===== config.mk =====
export PLATFORM = sky130hd
export DESIGN_NAME = ogbr_ctrl
export DESIGN_NICKNAME = d
export VERILOG_FILES = /design/src/hdl/ogbr_pkg.sv /design/src/hdl/ogbr_ctrl.sv
export SDC_FILE = /design/constraint.sdc
export NUM_CORES = 1
export LEC_CHECK = 0
export BUFFER_PORTS_ARGS = -buffer_cell sky130_fd_sc_hd__clkbuf_2
export CAP_MARGIN = 10
export CORE_ASPECT_RATIO = 1.1
export CORE_MARGIN = 2
export CORE_UTILIZATION = 45
export CTS_CLUSTER_SIZE = 10
export DETAILED_ROUTE_END_ITERATION = 10
export GPL_TIMING_DRIVEN = 0
export PLACE_DENSITY = 0.7
export SKIP_CTS_REPAIR_TIMING = 1
export SYNTH_ARGS = -nofsm -noshare
export SYNTH_HDL_FRONTEND = slang
export SYNTH_SLANG_ARGS = --single-unit
export TNS_END_PERCENT = 50

===== constraint.sdc =====
create_clock -name clk -period 2.91 [get_ports clk]
set_clock_uncertainty 0.1 [all_clocks]
set_input_delay 0.1455 -clock clk [delete_from_list [all_inputs] [get_ports clk]]
set_output_delay 0.1455 -clock clk [all_outputs]
set_load 0.01 [all_outputs]

===== src/hdl/ogbr_pkg.sv =====
`default_nettype none

package ogbr_pkg;

	// default array size, in character cells
	localparam int DEF_CELL_COLUMNS = 40;
	localparam int DEF_CELL_ROWS    = 25;

	// ten lines per draw, six store accesses per line
	localparam logic [3:0] LAST_LINE  = 4'd9;
	localparam logic [2:0] LAST_PHASE = 3'd5;
	localparam logic [2:0] FIRST_WRITE_PHASE = 3'd3;

	typedef enum logic {
		ACT_DRAW = 1'b0,
		ACT_READ = 1'b1
	} action_t;

	typedef struct packed {
		logic        action;
		logic [5:0]  cell_col;
		logic [4:0]  cell_row;
		logic [2:0]  line_sel;
		logic [7:0]  ink;
		logic [63:0] glyph;
	} in_item_t;

	typedef struct packed {
		logic [7:0] pixel_byte;
		logic [7:0] colour_byte;
		logic       error;
	} out_item_t;

	typedef enum logic [2:0] {
		ST_CLEAR,
		ST_IDLE,
		ST_DISPATCH,
		ST_DRAW,
		ST_FINISH
	} state_t;

	typedef enum logic [2:0] {
		OP_NONE,
		OP_CLEAR,
		OP_LOAD,
		OP_DISPATCH,
		OP_DRAW,
		OP_FINISH
	} op_t;

	typedef struct packed {
		op_t        op;
		logic [3:0] line;
		logic [2:0] phase;
	} cmd_t;

	typedef struct packed {
		logic clr_last;
		logic is_read;
		logic room_ok;
		logic out_free;
	} stat_t;

	// double each of four bits into a 2-bit pixel
	function automatic logic [7:0] px2(input logic [3:0] n);
		return {n[3], n[3], n[2], n[2], n[1], n[1], n[0], n[0]};
	endfunction

	// font row idx, row 0 in the top byte
	function automatic logic [7:0] glyph_row(input logic [63:0] g, input logic [2:0] idx);
		return 8'(g >> (6'd56 - {idx, 3'b000}));
	endfunction

	// outline mask (upper byte) and glyph line (lower byte) for draw line k
	function automatic logic [15:0] line_bits(input logic [63:0] g, input logic [3:0] k);
		logic [7:0] pv;
		logic [7:0] cu;
		logic [7:0] nx;
		logic [7:0] f6;
		logic [7:0] m;
		logic [7:0] l;
		pv = '0;
		cu = '0;
		nx = '0;
		l  = '0;
		f6 = glyph_row(g, 3'd6);
		priority if (k == 4'd0) begin
			m = glyph_row(g, 3'd0);
		end else if (k <= 4'd7) begin
			if (k != 4'd1) begin
				pv = glyph_row(g, 3'(k - 4'd2));
			end
			cu = glyph_row(g, 3'(k - 4'd1));
			nx = glyph_row(g, 3'(k));
			m  = pv | cu | nx | ((pv | cu) >> 1);
			l  = cu;
		end else if (k == 4'd8) begin
			m = f6 | (f6 >> 1);
		end else begin
			m = f6 >> 1;
		end
		return {m, l};
	endfunction

endpackage

`default_nettype wire


===== src/hdl/ogbr_ctrl.sv =====
`default_nettype none

module ogbr_ctrl
	import ogbr_pkg::*;
(
	input  wire logic  clk,
	input  wire logic  arst_n,
	input  wire logic  in_valid,
	output logic       in_ready,
	input  wire stat_t stat,
	output cmd_t       cmd
);

	state_t     state_q;
	state_t     state_d;
	logic [3:0] line_q;
	logic [2:0] phase_q;

	// next state
	always_comb begin
		state_d = state_q;
		unique case (state_q)
			ST_CLEAR: begin
				if (stat.clr_last) state_d = ST_IDLE;
			end
			ST_IDLE: begin
				if (in_valid) state_d = ST_DISPATCH;
			end
			ST_DISPATCH: begin
				if (!stat.is_read && stat.room_ok) state_d = ST_DRAW;
				else state_d = ST_FINISH;
			end
			ST_DRAW: begin
				if (line_q == LAST_LINE && phase_q == LAST_PHASE) state_d = ST_FINISH;
			end
			ST_FINISH: begin
				if (stat.out_free) state_d = ST_IDLE;
			end
			default: state_d = ST_IDLE;
		endcase
	end

	// command outputs
	always_comb begin
		in_ready  = 1'b0;
		cmd.op    = OP_NONE;
		cmd.line  = line_q;
		cmd.phase = phase_q;
		unique case (state_q)
			ST_CLEAR:    cmd.op = OP_CLEAR;
			ST_IDLE: begin
				in_ready = 1'b1;
				if (in_valid) cmd.op = OP_LOAD;
			end
			ST_DISPATCH: cmd.op = OP_DISPATCH;
			ST_DRAW:     cmd.op = OP_DRAW;
			ST_FINISH: begin
				if (stat.out_free) cmd.op = OP_FINISH;
			end
			default:     cmd.op = OP_NONE;
		endcase
	end

	// state and line/phase counters
	always_ff @(posedge clk or negedge arst_n) begin
		if (!arst_n) begin
			state_q <= ST_CLEAR;
			line_q  <= '0;
			phase_q <= '0;
		end else begin
			state_q <= state_d;
			if (state_q == ST_DRAW) begin
				if (phase_q == LAST_PHASE) begin
					phase_q <= '0;
					line_q  <= (line_q == LAST_LINE) ? 4'd0 : line_q + 4'd1;
				end else begin
					phase_q <= phase_q + 3'd1;
				end
			end else begin
				line_q  <= '0;
				phase_q <= '0;
			end
		end
	end

endmodule

`default_nettype wire


==> results.sh <==
export IMPL_cts_buffer_depth=2
export IMPL_post_route_period_util_pct=57.3
export IMPL_port_buffers=17
export IMPL_ys_ff_latch=10
export IMPL_drt_iter0_drc=5
export IMPL_drive_gt1_share_pct=38.9
export IMPL_netlist_area_um2=663
export IMPL_via_per_inst=5.34
export IMPL_antenna_found_initial=0
export IMPL_gp_congestion=0.728
export IMPL_setup_tns_final_ns=0
export IMPL_critPathMaxFanout=10
export IMPL_cts_sinks=10
export IMPL_fin_nets=100
export IMPL_cts_clk_slew_worst_paths_ns=0.07
export IMPL_antenna_left=0
export IMPL_final_cell_mix="17 x clkbuf_2, 10 x dfrtp_1, 9 x nor2_1"
export IMPL_ir_drop_uv=390
export IMPL_layout_commonest_cell="clkbuf_2"
export IMPL_power_leakage_nw=0.388
export IMPL_rsz0062_at_grt="no"
export IMPL_grtUsageTotal_pct=17.4
export IMPL_drv_cap=0
export IMPL_syn_nets=77
export IMPL_synth_enable_flop_cells=0
export IMPL_synth_top_area_share_pct=37.7
export IMPL_syn_inst=68
export IMPL_final_hold_viol_count=0
export IMPL_slew_viol_final=0
export IMPL_synth_yosys_seq_area_share_pct=37.7
export IMPL_max_slew_margin_pct=82.7
export IMPL_drc_errors=0
export IMPL_die_w_um=40.6
export IMPL_worstMarginPinSlew_ns=0.260
export IMPL_die_h_um=44.3
export IMPL_async_flop_share_pct=100
export IMPL_clk_latency_ns=0.26
export IMPL_clock_fmax_mhz=600
export IMPL_yosysTopAreaCell="dfrtp_1"
export IMPL_critPathArrivalTime_ns=1.42
export IMPL_dp_hpwl_um=965
export IMPL_ys_warn_count=0
export IMPL_hold_path_class="in2reg"
export IMPL_wl_per_cell_um=12.1
export IMPL_syn_to_final_growth_pct=22.8
export IMPL_avgSynthCellArea_um2=9.75
export IMPL_status="finished clean"
export IMPL_synth_distinct_cells=31
export IMPL_critPathCaptureType="primary output"
export IMPL_grt_max_degree=11
export IMPL_setup_viol=0
export IMPL_row_count=14
export IMPL_totalWireLength_mm=1.28
export IMPL_num_io_pins=18
export IMPL_overflow=0
export IMPL_dr_pass1_iters=3
export IMPL_cts_tree="done"
export IMPL_core_um2=1370
export IMPL_synthTopCellsByArea="dfrtp_1 38%, nor2_1 5.1%, nand2_1 4.0%, a21oi_1 3.8%, ha_1 3.8%"
export IMPL_synth_main_ff_cell="dfrtp_1"
export IMPL_period_minus_slack_ns=1.67
export IMPL_root_buffer="clkbuf_4"
export IMPL_worst_endpoint_required_ns=2.66
export IMPL_antenna_diode_count=0
export IMPL_die_area_um2=1800
export IMPL_utilization_pct=59.6
export IMPL_grt_pass1_wl_mm=2.08
export IMPL_cp_start_kind="flop"
export IMPL_crit_type="reg2out"
export IMPL_htreeDepth=1
export IMPL_p_per_area_nw_per_um2=835
export IMPL_grt_pass1_vias=502
export IMPL_cts_buffers=3
export IMPL_initial_utilization_pct=48.5
export IMPL_vias=566
final cells by class:
class                      instances  area, um2
buffer                             3       27.5
clock buffer                       4       36.3
fill                             134        552
inverter                           3       11.3
multi-input combinational         52        374
sequential                        10        250
tap                               16       20.0
timing repair buffer              18       95.1
routing by layer:
layer / vias up / track usage, % / share of wire, %
li1: 281 / - / -
met1: 273 / 21.0 / 45
met2: 10 / 27.9 / 51
met3: 2 / 3.02 / 2.3
met4: 0 / 10.0 / 1.6
met5: - / 0 / 0
cells by family after synthesis:
| logic type | count (synthesis) | share of synthesized area, % |
|---|---|---|
| AND/OR/NAND/NOR | 28 | 25.5 |
| XOR/XNOR | 1 | 1.32 |
| multiplexers | 3 | 4.72 |
| AO/OA/AOI/OAI | 18 | 21.1 |
| buffers and inverters | 6 | 5.85 |
| flip-flops | 10 | 37.7 |
| adder cells (fa/ha/maj) | 2 | 3.77 |
critical path, cell delays in order (launching register included):
cell and delay (ns):
dfrtp_1 0.36, buf_2 0.17, and2b_2 0.21, nand2_1 0.15
o21ai_0 0.12, clkbuf_2 0.14
synth_stat cells, types with 2 or more instances:
| library cell | count |
|---|---|
| nor2_1 | 9 |
| ha_1 | 2 |
| buf_6 | 2 |
| inv_1 | 3 |
| nand2_1 | 7 |
| a21oi_2 | 2 |
| nand2b_1 | 3 |
| o21ai_1 | 2 |
| a21oi_1 | 5 |
| mux2i_1 | 2 |
| o21ai_0 | 2 |
| dfrtp_1 | 10 |
where the power goes:
| group | leakage, nW | internal (W) | total [W] | switching, W |
|---|---|---|---|---|
| Clock | 0.0210 | 0.0000758 | 0.000124 | 0.0000481 |
| Combinational | 0.235 | 0.000158 | 0.000353 | 0.000195 |
| Sequential | 0.132 | 0.000170 | 0.000203 | 0.0000322 |
| Total | 0.388 | 0.000404 | 0.000680 | 0.000275 |
worst paths after layout:
path	startpoint	end	slack (ns)	depth (start not counted)
max reg2reg	line_q[1]	state_q[0]	1.47	6
min	stat[0]	state_q[2]	0.008	2
max	state_q[1]	cmd[9]	1.24	5
max in group asynchronous	arst_n	line_q[0]	2.31	2
min in group asynchronous	arst_n	phase_q[0]	0.18	2
min reg2reg	line_q[1]	line_q[1]	0.48	2
registers in the layout (all words and copies together) (netlist names):
signal and cells:
phase_q 3, line_q 4, state_q 3
metrics by stage:
stage / setup WS, ns / cells / instance area (um2) / hold slack [ns] / power, W
floorplan: 1.54 / 68 / 663 / -0.250 / 0.000464
global placement: 1.49 / 101 / 768 / -0.0799 / 0.000551
detailed placement: 1.48 / 101 / 768 / -0.0748 / 0.000559
CTS: 1.22 / 105 / 805 / -0.356 / 0.000683
global route: 1.13 / 106 / 815 / 0.0162 / 0.000737
finish: 1.24 / 106 / 815 / 0.00806 / 0.000680
Power figures use the tool's default switching activity.
